===== src/utf8_to_utf16_latin1_fallback_top_assert.svh =====
// Assertion macros for the UTF-8 to UTF-16 converter.
`ifndef UTF8_TO_UTF16_LATIN1_FALLBACK_TOP_ASSERT_SVH
`define UTF8_TO_UTF16_LATIN1_FALLBACK_TOP_ASSERT_SVH
`ifndef SYNTHESIS
// condition must hold at every edge out of reset
`define U8U16_ASSERT(label, cond) \
  label: assert property (@(posedge clk_i) disable iff (!rst_ni) (cond)) \
    else $error("u8u16 check failed");
// consequent must hold in the cycle after the antecedent
`define U8U16_ASSERT_NEXT(label, pre, post) \
  label: assert property (@(posedge clk_i) disable iff (!rst_ni) (pre) |=> (post)) \
    else $error("u8u16 check failed");
`else
`define U8U16_ASSERT(label, cond)
`define U8U16_ASSERT_NEXT(label, pre, post)
`endif
`endif


===== src/u8u16_pkg.sv =====
// Types and constants shared by the UTF-8 to UTF-16 converter.
`timescale 1ns / 1ps
package u8u16_pkg;

  localparam int unsigned MaxUnits = 4;

  localparam logic [7:0]  ContMask   = 8'b1100_0000;
  localparam logic [7:0]  ContTag    = 8'b1000_0000;
  localparam logic [7:0]  Lead3Min   = 8'b1110_0000;
  localparam logic [7:0]  Lead4Min   = 8'b1111_0000;
  localparam logic [7:0]  LeadLimit  = 8'b1111_1000;
  localparam logic [20:0] Min2Byte   = 21'h80;
  localparam logic [20:0] Min3Byte   = 21'h800;
  localparam logic [20:0] Min4Byte   = 21'h10000;
  localparam logic [15:0] HiSurr     = 16'hD800;
  localparam logic [15:0] LoSurr     = 16'hDC00;
  localparam logic [9:0]  LoMask     = 10'h3FF;

  typedef struct packed {
    logic [7:0] in_byte;
    logic       end_of_string;
  } in_item_t;

  typedef struct packed {
    logic [15:0] out_unit;
    logic        run_last;
    logic        string_done;
  } out_item_t;

  // held partial sequence
  typedef struct packed {
    logic [7:0]      lead;
    logic [1:0][7:0] tail;
    logic [1:0]      count;
  } held_t;

  // units caused by one byte
  typedef struct packed {
    logic [MaxUnits-1:0][15:0] units;
    logic [2:0]                cnt;
    logic                      eos;
  } bundle_t;

endpackage


===== src/u8u16_decode.sv =====
// Decode of one byte against the held sequence into a group of units.
`timescale 1ns / 1ps
module u8u16_decode (
  input  u8u16_pkg::in_item_t item_i,
  input  u8u16_pkg::held_t    held_i,
  output u8u16_pkg::held_t    held_o,
  output u8u16_pkg::bundle_t  bundle_o
);
  import u8u16_pkg::*;

  logic [7:0]  b;
  logic        eos;
  logic        cont;
  logic [1:0]  hc;
  logic [1:0]  need_hc;
  logic [20:0] c2, c3, c4, cv, minv, v;
  logic        complete;
  logic [1:0]  flush_n;
  logic        emit;
  logic        pair;

  always_comb begin
    b    = item_i.in_byte;
    eos  = item_i.end_of_string;
    cont = (b & ContMask) == ContTag;
    hc   = held_i.count;

    if (held_i.lead < Lead3Min) begin
      need_hc = 2'd1;
    end else if (held_i.lead < Lead4Min) begin
      need_hc = 2'd2;
    end else begin
      need_hc = 2'd3;
    end
    complete = (hc == need_hc);

    c2 = {10'd0, held_i.lead[4:0], b[5:0]};
    c3 = {5'd0, held_i.lead[3:0], held_i.tail[0][5:0], b[5:0]};
    c4 = {held_i.lead[2:0], held_i.tail[0][5:0], held_i.tail[1][5:0], b[5:0]};
    case (need_hc)
      2'd1: begin
        cv = c2;
        minv = Min2Byte;
      end
      2'd2: begin
        cv = c3;
        minv = Min3Byte;
      end
      default: begin
        cv = c4;
        minv = Min4Byte;
      end
    endcase
    v = cv - Min4Byte;

    held_o  = held_i;
    flush_n = 2'd0;
    emit    = 1'b0;
    pair    = 1'b0;

    if (hc != 2'd0 && cont) begin
      if (complete) begin
        held_o.count = 2'd0;
        if (cv < minv) begin
          flush_n = hc;
          emit    = 1'b1;
        end else if (cv >= Min4Byte) begin
          pair = 1'b1;
        end else begin
          emit = 1'b1;
        end
      end else if (eos) begin
        held_o.count = 2'd0;
        flush_n      = hc;
        emit         = 1'b1;
      end else begin
        // store tail; count is 1 or 2 here
        held_o.tail[hc[1]] = b;
        held_o.count       = hc + 2'd1;
      end
    end else begin
      flush_n      = hc;
      held_o.count = 2'd0;
      if (b >= ContMask && b < LeadLimit && !eos) begin
        held_o.lead  = b;
        held_o.count = 2'd1;
      end else begin
        emit = 1'b1;
      end
    end

    bundle_o.eos      = eos;
    bundle_o.units[0] = {8'd0, held_i.lead};
    bundle_o.units[1] = {8'd0, held_i.tail[0]};
    bundle_o.units[2] = {8'd0, held_i.tail[1]};
    bundle_o.units[3] = {8'd0, b};
    if (pair) begin
      bundle_o.units[0] = HiSurr + {5'd0, v[20:10]};
      bundle_o.units[1] = LoSurr | {6'd0, v[9:0] & LoMask};
      bundle_o.cnt      = 3'd2;
    end else begin
      if (emit) begin
        bundle_o.units[flush_n] = (hc != 2'd0 && cont && complete && !(cv < minv))
                                  ? cv[15:0] : {8'd0, b};
      end
      bundle_o.cnt = {1'b0, flush_n} + {2'd0, emit};
    end
  end

endmodule


===== src/u8u16_outbuf.sv =====
// Result register that hands out a group of units one word at a time.
`timescale 1ns / 1ps
module u8u16_outbuf (
  input  logic                  clk_i,
  input  logic                  rst_ni,
  input  logic                  load_i,
  input  u8u16_pkg::bundle_t    bundle_i,
  output logic                  free_o,
  output logic                  out_valid_o,
  input  logic                  out_stall_i,
  output u8u16_pkg::out_item_t  out_data_o
);
  import u8u16_pkg::*;

  logic [MaxUnits-1:0][15:0] units_q;
  logic [1:0]                idx_q, last_q;
  logic                      eos_q;
  logic                      valid_q;
  logic                      at_last;
  logic                      take;

  assign at_last = idx_q == last_q;
  assign take    = valid_q && !out_stall_i;
  assign free_o  = !valid_q || (take && at_last);

  always_ff @(posedge clk_i or negedge rst_ni) begin
    if (!rst_ni) begin
      valid_q <= 1'b0;
      idx_q   <= 2'd0;
      last_q  <= 2'd0;
    end else if (load_i) begin
      valid_q <= 1'b1;
      idx_q   <= 2'd0;
      last_q  <= 2'(bundle_i.cnt - 3'd1);
    end else if (take) begin
      // advance, or drop the group after its last word
      if (at_last) begin
        valid_q <= 1'b0;
      end else begin
        idx_q <= idx_q + 2'd1;
      end
    end
  end

  always_ff @(posedge clk_i) begin
    if (load_i) begin
      units_q <= bundle_i.units;
      eos_q   <= bundle_i.eos;
    end
  end

  assign out_valid_o            = valid_q;
  assign out_data_o.out_unit    = units_q[idx_q];
  assign out_data_o.run_last    = at_last;
  assign out_data_o.string_done = at_last && eos_q;

endmodule


===== src/utf8_to_utf16_latin1_fallback_top.sv =====
// Top level of the UTF-8 to UTF-16 converter with Latin-1 fallback.
//
//   channel  direction  handshake                 word
//   in       input      in_valid_i / in_stall_o   in_item_t (byte, end flag)
//   out      output     out_valid_o / out_stall_i out_item_t (unit, flags)
//
// A byte goes to the input register, is decoded there combinationally and its
// 0 to 4 units enter the result register, which sends one unit per cycle unless
// out_stall_i is high. Unstalled, sustained rate is one byte per cycle while each
// byte gives at most one unit; a byte that gives more units holds the result register until its last unit is sent.
// Reset clears the held sequence and both registers' valid flags.
// in_stall_o rises only while a decoded byte waits for the result register.
`timescale 1ns / 1ps
`include "utf8_to_utf16_latin1_fallback_top_assert.svh"
module utf8_to_utf16_latin1_fallback_top (
  input  logic                 clk_i,
  input  logic                 rst_ni,
  input  logic                 in_valid_i,
  output logic                 in_stall_o,
  input  u8u16_pkg::in_item_t  in_data_i,
  output logic                 out_valid_o,
  input  logic                 out_stall_i,
  output u8u16_pkg::out_item_t out_data_o
);
  import u8u16_pkg::*;

  in_item_t        in_q;
  logic            in_valid_q;
  logic [7:0]      lead_q;
  logic [1:0][7:0] tail_q;
  logic [1:0]      count_q;
  held_t           held_q, held_d;
  bundle_t         bundle;
  logic            buf_free;
  logic            consume;
  logic            load;
  logic            in_take;

  assign held_q = {lead_q, tail_q, count_q};

  u8u16_decode u_decode (
    .item_i   (in_q),
    .held_i   (held_q),
    .held_o   (held_d),
    .bundle_o (bundle)
  );

  // a byte with no units never waits on the result register
  assign consume    = in_valid_q && (bundle.cnt == 3'd0 || buf_free);
  assign load       = consume && bundle.cnt != 3'd0;
  assign in_stall_o = in_valid_q && !consume;
  assign in_take    = in_valid_i && !in_stall_o;

  u8u16_outbuf u_outbuf (
    .clk_i       (clk_i),
    .rst_ni      (rst_ni),
    .load_i      (load),
    .bundle_i    (bundle),
    .free_o      (buf_free),
    .out_valid_o (out_valid_o),
    .out_stall_i (out_stall_i),
    .out_data_o  (out_data_o)
  );

  always_ff @(posedge clk_i or negedge rst_ni) begin
    if (!rst_ni) begin
      in_valid_q <= 1'b0;
      lead_q     <= 8'd0;
      count_q    <= 2'd0;
    end else begin
      if (in_take) begin
        in_valid_q <= 1'b1;
      end else if (consume) begin
        in_valid_q <= 1'b0;
      end
      if (consume) begin
        lead_q  <= held_d.lead;
        count_q <= held_d.count;
      end
    end
  end

  always_ff @(posedge clk_i) begin
    if (in_take) begin
      in_q <= in_data_i;
    end
    if (consume) begin
      tail_q <= held_d.tail;
    end
  end

  `U8U16_ASSERT(a_stall_needs_word, !in_stall_o || in_valid_q)
  `U8U16_ASSERT(a_three_held_is_4byte, held_q.count != 2'd3 || held_q.lead >= Lead4Min)
  `U8U16_ASSERT_NEXT(a_eos_clears_held, consume && in_q.end_of_string, held_q.count == 2'd0)
  `U8U16_ASSERT(a_load_only_when_free, !load || buf_free)

endmodule


===== config.mk =====
export PLATFORM = sky130hd
export DESIGN_NAME = utf8_to_utf16_latin1_fallback_top
export DESIGN_NICKNAME = d
export VERILOG_FILES = /design/src/u8u16_pkg.sv /design/src/u8u16_decode.sv /design/src/u8u16_outbuf.sv /design/src/utf8_to_utf16_latin1_fallback_top.sv
export VERILOG_INCLUDE_DIRS = /design/src /design/src/src
export SDC_FILE = /design/constraint.sdc
export NUM_CORES = 1
export LEC_CHECK = 0
export BUFFER_PORTS_ARGS = -buffer_cell sky130_fd_sc_hd__buf_2
export CAP_MARGIN = 30
export CORE_ASPECT_RATIO = 1.5
export CORE_UTILIZATION = 35
export CTS_CLUSTER_DIAMETER = 200
export DETAILED_ROUTE_END_ITERATION = 7
export SYNTH_ARGS = -nofsm -noshare
export SYNTH_HDL_FRONTEND = slang
export SYNTH_SLANG_ARGS = --single-unit
export TNS_END_PERCENT = 50

===== constraint.sdc =====
create_clock -name clk_i -period 6.91 [get_ports clk_i]
set_clock_uncertainty 0.05 [all_clocks]
set_input_delay 0.3455 -clock clk_i [delete_from_list [all_inputs] [get_ports clk_i]]
set_output_delay 0.3455 -clock clk_i [all_outputs]
set_load 0.005 [all_outputs]

==> results of run 1 <==
[state kept, by name (all words and copies together), names as in the netlist]
| name | flops |
|---|---|
| lead_q | 8 |
| count_q | 2 |
| u_outbuf.idx_q | 2 |
| held_q | 16 |
| u_outbuf.last_q | 2 |
| u_outbuf.out_valid_o | 1 |
| in_q | 9 |
| in_valid_q | 1 |
| u_outbuf.eos_q | 1 |
| u_outbuf.units_q | 64 |
[worst max-delay path, stage by stage (launching register included)]
cell and delay, ps:
dfrtp_1 820, mux2i_1 250, nor2_1 80, ha_1 330, nor3b_1 60, a32o_1 280
o2111ai_2 220, nand2_2 250, inv_2 240, nor3_1 70, ha_1 240, ha_1 270
nor2_1 40, ha_1 230, nand3_1 80, o32a_1 220, nand3_1 150, inv_2 600
buf_4 460
[stage by stage]
| stage | instances | hold slack, ps | area, µm² |
|---|---|---|---|
| after floorplan | 356 | -0.0911 | 5070 |
| after global placement | 565 | 230 | 5390 |
| after detailed placement | 565 | 229 | 5390 |
| after CTS | 581 | 116 | 5710 |
| after global routing | 581 | 114 | 5710 |
| final | 581 | 121 | 5710 |
[cells by family (layout without fill, tap and decap cells)]
group,Yosys count,in the layout,synth area share
xor+xnor,6,6,0.0105
other cells,1,17,0.000749
fa+ha+maj,6,6,0.0150
mux,49,49,0.149
simple gates,88,88,0.0879
buf+inv,28,61,0.0285
compound gates,56,56,0.0892
flops,106,106,0.620
[synthesized netlist by cell type (all sizes together), types with 4 or more instances]
master and n:
a211oi 4, a21oi 12, and3 6, buf 14, clkbuf 4, dfrtp 16, edfxtp 90, ha 6
inv 10, mux2 25, mux2i 8, mux4 16, nand2 27, nand2b 4, nand3 6, nor2 22
nor3 6, o21ai 9, o221a 7, xnor2 4
[power groups by stage]
stage,combinational (µW),clock [µW],sequential (µW)
floorplan,763,0,1050
global placement,970,0,1130
detailed placement,974,0,1150
CTS,979,539,1130
global route,1060,562,1150
finish,964,529,1130
[how the worst max path moves through the flow]
stage	startpoint	end	slack [ps]
4_1_cts	lead_q[4]	u_outbuf.units_q[47]	1570
5_1_grt	lead_q[4]	u_outbuf.units_q[1]	1220
3_3_place_gp	lead_q[4]	u_outbuf.units_q[36]	1760
3_5_place_dp	lead_q[4]	u_outbuf.units_q[20]	1590
6_report	lead_q[4]	u_outbuf.units_q[1]	1560
2_1_floorplan	lead_q[4]	u_outbuf.eos_q	1680
[timing repair]
| item | in CTS | in global routing |
|---|---|---|
| hold endpoints to repair | 16 | 0 |
| resized for setup | 0 | 0 |
| hold buffers | 1 | 0 |
| endpoints found under the setup margin | 0 | 0 |
[final cells by class]
cell class | instances | area (µm²) | share of cell area
Sequential cell | 106 | 3100 | 0.544
Timing Repair Buffer | 36 | 193 | 0.0338
Tap cell | 192 | 240 | 0.0421
Inverter | 10 | 37.5 | 0.00658
Clock buffer | 10 | 229 | 0.0401
Clock inverter | 5 | 80.1 | 0.0140
Multi-Input combinational cell | 222 | 1820 | 0.320
[routing by layer]
| layer | GRT usage | share of wire |
|---|---|---|
| met4 | 0.0669 | 0.027 |
| met5 | 0 | 0 |
| met2 | 0.304 | 0.56 |
| met3 | 0.0216 | 0.021 |
| met1 | 0.179 | 0.40 |
==> results.md, run 1 <==
- Place WS: 1590 ps
- H-tree levels: 3
- Routed WL per cell: 19.1 µm
- Root Driver: clkbuf_16
- Drt pass-1 iters: 5
- DRC viols: 0
- Slew Limit Fails: 0
- Final hold violation count: 0
- Final min period: 5350 ps
- Fmax: approximately 190 MHz
- TritonCTS Buffers: 9
- Max Cap Viol: 0
- Gate power share: 0.368
- Post-synth ARST share: 0.151
- Setup crit end kind: flop
- Sequential share of the synthesized area: 0.620
- Critical path peak fanout: 39
- Clk buf depth: 2
- GRT Util Overall: 0.161
- Worst hold path type: primary input to flop
- Yosys warnings: 0
- Initial core utilization: 0.358
- Final WL: approximately 11 mm
- Top cells by area, synth: edfxtp_1 54%, dfrtp_1 8.0%, mux4_2 7.2%, mux2_2 4.3%, nand2_1 1.9%
- Distinct cells, synth: 58
- Slew @ Worst Pin: between 800 and 900 ps
- RR Endpoint: u_outbuf.units_q[1]
- Most frequent cells in the layout: 90 x edfxtp_1, 32 x buf_2, 26 x nand2_1, 22 x nor2_1, 19 x mux2_2
- DR iter-0 viols: slightly below 200
- IO buf count: 32
- Worst Hold End: in_q[8]
- Endpoints failing setup: 0
- NetSw: 908 µW
- Main synth FF type: edfxtp_1
- Commonest non-fill, non-tap cell in the layout: edfxtp_1
- Largest net degree at the start of global routing: 40
- Outcome: finished clean
- RSZ-0062 raised after global routing: false
- Gr ovfl total: 0
- CP required: 6870 ps
- Antenna diode count: 0
- Fin crit share: 0.774
- Total Neg Setup Slack: 0 ps
- Final Power: approximately 2600 µW
- Die height: 149 µm
- Sequential share of power: 0.431
- Chip Width: 99.7 µm
- HP Start: in_data_i[8]
- Hpwl dp: just over 8 mm
- RR Startpoint: lead_q[4]
- WHS Path Cells: 1
- Switching share of power: 0.346
- P_leak: approximately 0.0021 µW
- Syn Inst Count: 340
- P&R area growth vs syn: 13.9%
- Core Area: approximately 14000 µm²
- Worst-Skew Late Latency: around 350 ps
- Total number of vias: 2980
- R2R setup slack: between 1500 and 2000 ps
- Setup crit start kind: flop
- Ports: 33
- Share of layout cells above drive strength 1: 0.280
- Die footprint: 14800 µm²
- Antenna violations before repair: 0
- Power Density: 460 nW/µm²
- Routed Antenna Nets: 0
- Worst Path Arrival: around 5300 ps
- Max VDD drop: ~180 µV
- Fin util: 0.408
- Nets: roughly 400
- Number of fill cells: 1305
- Via-per-instance ratio: 5.13
- Number of synthesized flops with an enable pin: 90
- Area leader, netlist: edfxtp_1
- First-pass GRT wire length: 17.6 mm
- Slew HR: 0.412
- Int Pwr: 1710 µW
- CP Class: flop to flop
- Post-CTS Setup Inserts: 0
- Synth top area share: 0.540
- TritonCTS clock tree: done
- Seq cells post-synth: around 110
- Vias in the first global route: between 3000 and 4000
- CTS clk-pin slew, worst paths: ~70 ps
- Post-Syn Area per Cell: 14.7 µm²
- Post-Syn Area: 5010 µm²
- Clk pwr share: 0.202
- Final worst slack: approximately 1600 ps
- GP Congestion: 0.912
- Clk sinks: 106
- Std-Cell Rows: 53
- FF-to-FF path depth: 18
(Power assumes the default switching activity.)
==> run 2: changes to the inputs <==
==> constraint.sdc (replaced) <==
create_clock -name clk_i -period 4.9 [get_ports clk_i]
set_clock_uncertainty 0.05 [all_clocks]
set_input_delay 0.245 -clock clk_i [delete_from_list [all_inputs] [get_ports clk_i]]
set_output_delay 0.245 -clock clk_i [all_outputs]
set_load 0.005 [all_outputs]
==> results.md, run 2 (synthesized netlist as in run 1, its figures left out) <==
- GRT Util Overall: 0.148 (was 0.161)
- P&R area growth vs syn: 14.6% (was 13.9%)
- Max VDD drop: 247 µV (was 178 µV)
- Crit path cell chain: and3_1 -> nand2b_2 -> ha_1 -> nor3b_1 -> a32o_1 -> o2111a_1 -> nor2_1 -> nor3_1 -> ha_1 -> ha_1 -> nor2_1 -> ha_1 -> nand3_1 -> o32a_1 -> and3_1 -> buf_2 (was mux2i_1 -> nor2_1 -> ha_1 -> nor3b_1 -> a32o_1 -> o2111ai_2 -> nand2_2 -> inv_2 -> nor3_1 -> ha_1 -> ha_1 -> nor2_1 -> ha_1 -> nand3_1 -> o32a_1 -> nand3_1 -> inv_2 -> buf_4)
- Final hold violation count: 0 (unchanged)
- Cell repeated most along the worst path: ha_1 (unchanged)
- Core Area: 14000 µm² (unchanged)
- Number of fill cells: 1298 (was 1305)
- TritonCTS clock tree: done (unchanged)
- Most frequent cells in the layout: 90 x edfxtp_1, 32 x buf_2, 26 x nand2_1, 22 x nor2_1, 19 x mux2_2 (unchanged)
- Largest net degree at the start of global routing: 67 (was 40)
- First-pass GRT wire length: 16.2 mm (was 17.6 mm)
- Root Driver: clkbuf_16 (unchanged)
- GP Congestion: 0.930 (was 0.912)
- Final min period: approximately 4600 ps
- Fmax: around 220 MHz
- Via-per-instance ratio: 5.14 (was 5.13)
- Antenna diode count: 0 (unchanged)
- RSZ-0062 raised after global routing: false (unchanged)
- Endpoints failing setup: 0 (unchanged)
- Total number of vias: 3007 (was 2980)
- Setup crit start kind: flop (unchanged)
- Worst hold margin: 15.1 ps (was 121 ps)
- Post-CTS Setup Inserts: 0 (unchanged)
- Slew @ Worst Pin: 881 ps (was 882 ps)
- Max incr delay on CP: 440 ps (was 820 ps)
- Worst Path Arrival: 4330 ps (was 5310 ps)
- Clk buf depth: 2 (unchanged)
- CP required: 4610 ps (was 6870 ps)
- Drt pass-1 iters: 5 (unchanged)
- Worst hold path type: primary input to flop (unchanged)
- Worst-Skew Late Latency: 350 ps (about the same)
- Chip Width: 99.7 µm (unchanged)
- Clk sinks: 106 (unchanged)
- Commonest non-fill, non-tap cell in the layout: edfxtp_1 (unchanged)
- Power Density: 639 nW/µm² (was 460 nW/µm²)
- IO buf count: 32 (unchanged)
- Routed Antenna Nets: 0 (unchanged)
- Nets: 408 (was 404)
- Gr ovfl total: 0 (unchanged)
- Crit path max-delay family: simple AND/OR/NAND/NOR gates (was buffers and inverters)
- Setup crit end kind: output pin (was flop)
- CP max stage cell: dfrtp_1 (unchanged)
- DRC viols: 0 (unchanged)
- Die height: 149 µm (unchanged)
- Initial core utilization: 0.358 (unchanged)
- Die footprint: 14800 µm² (unchanged)
- Vias in the first global route: 3033 (was 3137)
- Final WL: 10.3 mm (was 11.1 mm)
- Antenna violations before repair: 0 (unchanged)
- Register bank with the most flops: u_outbuf.units_q (unchanged)
- Slew Limit Fails: 0 (unchanged)
- Share of layout cells above drive strength 1: 0.298 (was 0.280)
- Routed WL per cell: 17.6 µm (was 19.1 µm)
- Std-Cell Rows: 53 (unchanged)
- P_leak: 0.00207 µW (was 0.00206 µW)
- H-tree levels: 3 (unchanged)
- Hpwl dp: 7.70 mm (was 8.24 mm)
- Max Cap Viol: 0 (unchanged)
- Max reg flops: 64 (unchanged)
- Slew HR: 0.412 (about the same)
- CP Class: flop to output pin (was flop to flop)
- CP bufs+invs: 1 (was 3)
- Fin crit share: 0.943
- Total Neg Setup Slack: 0 ps (unchanged)
- Ports: 33 (unchanged)
- Outcome: finished clean (unchanged)
- Critical path peak fanout: 9 (was 39)
- CTS clk-pin slew, worst paths: 70 ps (about the same)
- TritonCTS Buffers: 9 (unchanged)
- DR iter-0 viols: 170 (was 198)
[run 2: cell types whose count changed in the layout (fill, tap and decap cells not counted), sizes merged]
cell      before  now
buf           35   39
clkinvlp       1    2
clkbuf        10    9
bufinv         2    1
inv           10   11
[run 2: path summary, 6_finish.rpt]
kind,slack (ps),startpoint,end,cells past startpoint
setup / recovery,280,lead_q[5],in_stall_o,16
hold / removal,20,in_data_i[7],in_q[7],1
setup reg to reg,300,lead_q[5],held_q[15],15
hold reg to reg,430,in_q[0],u_outbuf.eos_q,0
max in group asynchronous,4230,rst_ni,lead_q[4],2
min in group asynchronous,300,rst_ni,u_outbuf.last_q[0],2
[run 2: per-layer routing]
| metal | GRT usage | vias to the layer above | wire (µm) |
|---|---|---|---|
| met5 | 0 | - | 0 |
| met4 | 0.0721 | 0 | 308 |
| met3 | 0.0320 | 23 | 374 |
| met2 | 0.268 | 68 | 5610 |
| met1 | 0.162 | 1507 | 4030 |
| li1 | - | 1409 | - |
[run 2: area by class of cell]
cell class | count | area [µm²] | share of cell area
sequential | 106 | 3100 | 0.541
multi-input combinational | 222 | 1830 | 0.319
tap | 192 | 240 | 0.0418
timing repair buffer | 40 | 226 | 0.0395
clock buffer | 9 | 225 | 0.0392
clock inverter | 6 | 75.1 | 0.0131
inverter | 10 | 41.3 | 0.00719
[run 2: report_power, final]
part | internal [µW] | total, µW | switching (µW) | leakage, µW
clock | 400 | 721 | 321 | 0.000144
combinational | 634 | 1380 | 746 | 0.000904
sequential | 1360 | 1570 | 207 | 0.00102
[run 2: worst register-to-register path: stages (launching register included)]
cell and delay [ps]:
dfrtp_1 440, and3_1 420, nand2b_2 120, ha_1 310
nor3b_1 50, a32o_1 280, o2111a_1 270, nor2_1 320
nor3_1 90, ha_1 220, ha_1 260, nor2_1 120
ha_1 230, o21ai_0 130, a31oi_1 390, and3_1 520
[run 2: stage by stage]
step,std cells,total power (µW),cell area [µm²],util,setup slack (ps)
global placement,569,2970,5430,0.388,419
CTS,585,3710,5740,0.410,204
floorplan,356,2560,5080,-,50.9
global route,585,3890,5740,0.410,1.19
detailed placement,569,2980,5430,0.388,232
finish,585,3670,5740,0.410,280
[run 2: repair_timing]
item	in CTS	in global routing
hold endpoints to repair	16	0
endpoints found under the setup margin	0	71
hold buffers	1	0
resized for setup	0	2
==> run 3: changes to the inputs <==
==> constraint.sdc (replaced) <==
create_clock -name clk_i -period 6 [get_ports clk_i]
set_clock_uncertainty 0.05 [all_clocks]
set_input_delay 0.3 -clock clk_i [delete_from_list [all_inputs] [get_ports clk_i]]
set_output_delay 0.3 -clock clk_i [all_outputs]
set_load 0.005 [all_outputs]
==> results.md, run 3 (synthesized netlist as in run 1, its figures left out) <==
- Outcome: finished clean (unchanged)
- TritonCTS clock tree: done (unchanged)
- Routed Antenna Nets: 0 (unchanged)
- DR iter-0 viols: 183 (was 170)
- Antenna violations before repair: 0 (unchanged)
- Clk buf depth: 2 (unchanged)
- Clk sinks: 106 (unchanged)
- Power Density: 533 nW/µm² (was 639 nW/µm²)
- Die height: 149 µm (unchanged)
- Placed cells: 567 (was 569)
- Final worst slack: 1100 ps (was 280 ps)
- Chip Width: 99.7 µm (unchanged)
- Number of fill cells: 1290 (was 1298)
- Critical path peak fanout: 13 (was 9)
- P_leak: 0.00208 µW (was 0.00207 µW)
- Slew Limit Fails: 0 (unchanged)
- CTS clk-pin slew, worst paths: 70 ps (about the same)
- Nets: 406 (was 408)
- Setup crit end kind: flop (was output pin)
- Core Area: 14000 µm² (unchanged)
- Root Driver: clkbuf_16 (unchanged)
- Final WL: 11.0 mm (was 10.3 mm)
- RSZ-0062 raised after global routing: false (unchanged)
- Register bank with the most flops: u_outbuf.units_q (unchanged)
- Std-Cell Rows: 53 (unchanged)
- Drt pass-1 iters: 4 (was 5)
- Hpwl dp: 8.14 mm (was 7.70 mm)
- Worst hold margin: 68.4 ps (was 15.1 ps)
- Largest net degree at the start of global routing: 67 (unchanged)
- Worst hold path type: primary input to flop (unchanged)
- Routed WL per cell: 18.8 µm (was 17.6 µm)
- Most frequent cells in the layout: 90 x edfxtp_1, 32 x buf_2, 26 x nand2_1, 22 x nor2_1, 19 x mux2_2 (unchanged)
- H-tree levels: 3 (unchanged)
- CP Class: flop to flop (was flop to output pin)
- Place WS: 1050 ps (was 232 ps)
- Vias in the first global route: 3181 (was 3033)
- Commonest non-fill, non-tap cell in the layout: edfxtp_1 (unchanged)
- Final min period: 4900 ps
- Worst-Skew Late Latency: 350 ps (about the same)
- Initial core utilization: 0.358 (unchanged)
- Multi-input gate area: 1820 µm² (was 1830 µm²)
- GRT Util Overall: 0.163 (was 0.148)
- P&R area growth vs syn: 14.6% (about the same)
- Final Non-Filler Cells: 584 (was 585)
- Slew HR: 0.422 (was 0.412)
- GP Congestion: 0.937 (was 0.930)
- Fin crit share: 0.817
- Fmax: between 200 and 250 MHz
- Total Neg Setup Slack: 0 ps (unchanged)
- Max Cap Viol: 0 (unchanged)
- Worst Path Arrival: 4830 ps (was 4330 ps)
- Final hold violation count: 0 (unchanged)
- Die footprint: 14800 µm² (unchanged)
- Post-CTS Setup Inserts: 0 (unchanged)
- Gr ovfl total: 0 (unchanged)
- First-pass GRT wire length: 17.7 mm (was 16.2 mm)
- Via-per-instance ratio: 5.07 (was 5.14)
- Final Power: 3060 µW (was 3670 µW)
- Total number of vias: 2963 (was 3007)
- Slew @ Worst Pin: 867 ps (was 881 ps)
- Share of layout cells above drive strength 1: 0.288 (was 0.298)
- Setup crit start kind: flop (unchanged)
- Max reg flops: 64 (unchanged)
- Antenna diode count: 0 (unchanged)
- TritonCTS Buffers: 9 (unchanged)
- Max VDD drop: 272 µV (was 247 µV)
- CP required: 5930 ps (was 4610 ps)
- DRC viols: 0 (unchanged)
- Endpoints failing setup: 0 (unchanged)
- CTS resizes: 0 (unchanged)
- Register area: 3100 µm² (unchanged)
- Ports: 33 (unchanged)
- IO buf count: 32 (unchanged)
[run 3: per-layer routing]
layer | vias up | part of all wire | GRT usage
met5 | - | 0 | 0
met4 | 0 | 0.050 | 0.101
met3 | 30 | 0.033 | 0.0334
met2 | 74 | 0.52 | 0.279
met1 | 1450 | 0.40 | 0.184
li1 | 1409 | - | -
[run 3: critical path, stage by stage, from the launching register on]
cell and delay, ps:
dfrtp_1 430, and3_1 400, nand2b_2 110, ha_1 320, nor3b_1 240, a32o_1 230, o2111ai_2 140, nand2_2 270
inv_2 150, nor3_1 180, ha_1 190, ha_1 220, nor2_1 110, ha_1 230, nand3_1 90, o32a_1 330
and3_1 210, nor2b_1 620
[run 3: worst paths after layout]
check	from	endpoint	slack [ps]	cells past startpoint
max	lead_q[5]	in_q[3]	1100	17
min	in_data_i[7]	in_q[7]	70	1
max reg2reg	lead_q[5]	in_q[3]	1100	17
min reg2reg	in_q[0]	u_outbuf.eos_q	450	0
max in group asynchronous	rst_ni	lead_q[2]	5260	2
min in group asynchronous	rst_ni	u_outbuf.idx_q[1]	350	2
[run 3: cell type report]
| class | count | share of cell area |
|---|---|---|
| sequential | 106 | 0.540 |
| multi-input combinational | 222 | 0.317 |
| tap | 192 | 0.0418 |
| clock buffer | 9 | 0.0392 |
| timing repair buffer | 38 | 0.0384 |
| clock inverter | 7 | 0.0161 |
| inverter | 10 | 0.00654 |
[run 3: timing repair]
item                                    CTS  global route
hold buffers                              1             0
endpoints found under the setup margin    0             0
endpoints found under the hold margin    16             0
[run 3: power by group]
group | total (µW) | switching, µW | internal [µW]
sequential | 1280 | 171 | 1110
combinational | 1150 | 630 | 522
clock | 627 | 262 | 366
[run 3: metrics by stage]
| stage | area, µm² | utilization |
|---|---|---|
| 6_report | 5740 | 0.410 |
| 5_1_grt | 5740 | 0.410 |
| 4_1_cts | 5740 | 0.410 |
| 3_5_place_dp | 5410 | 0.387 |
| 3_3_place_gp | 5410 | 0.387 |
| 2_1_floorplan | 5070 | - |
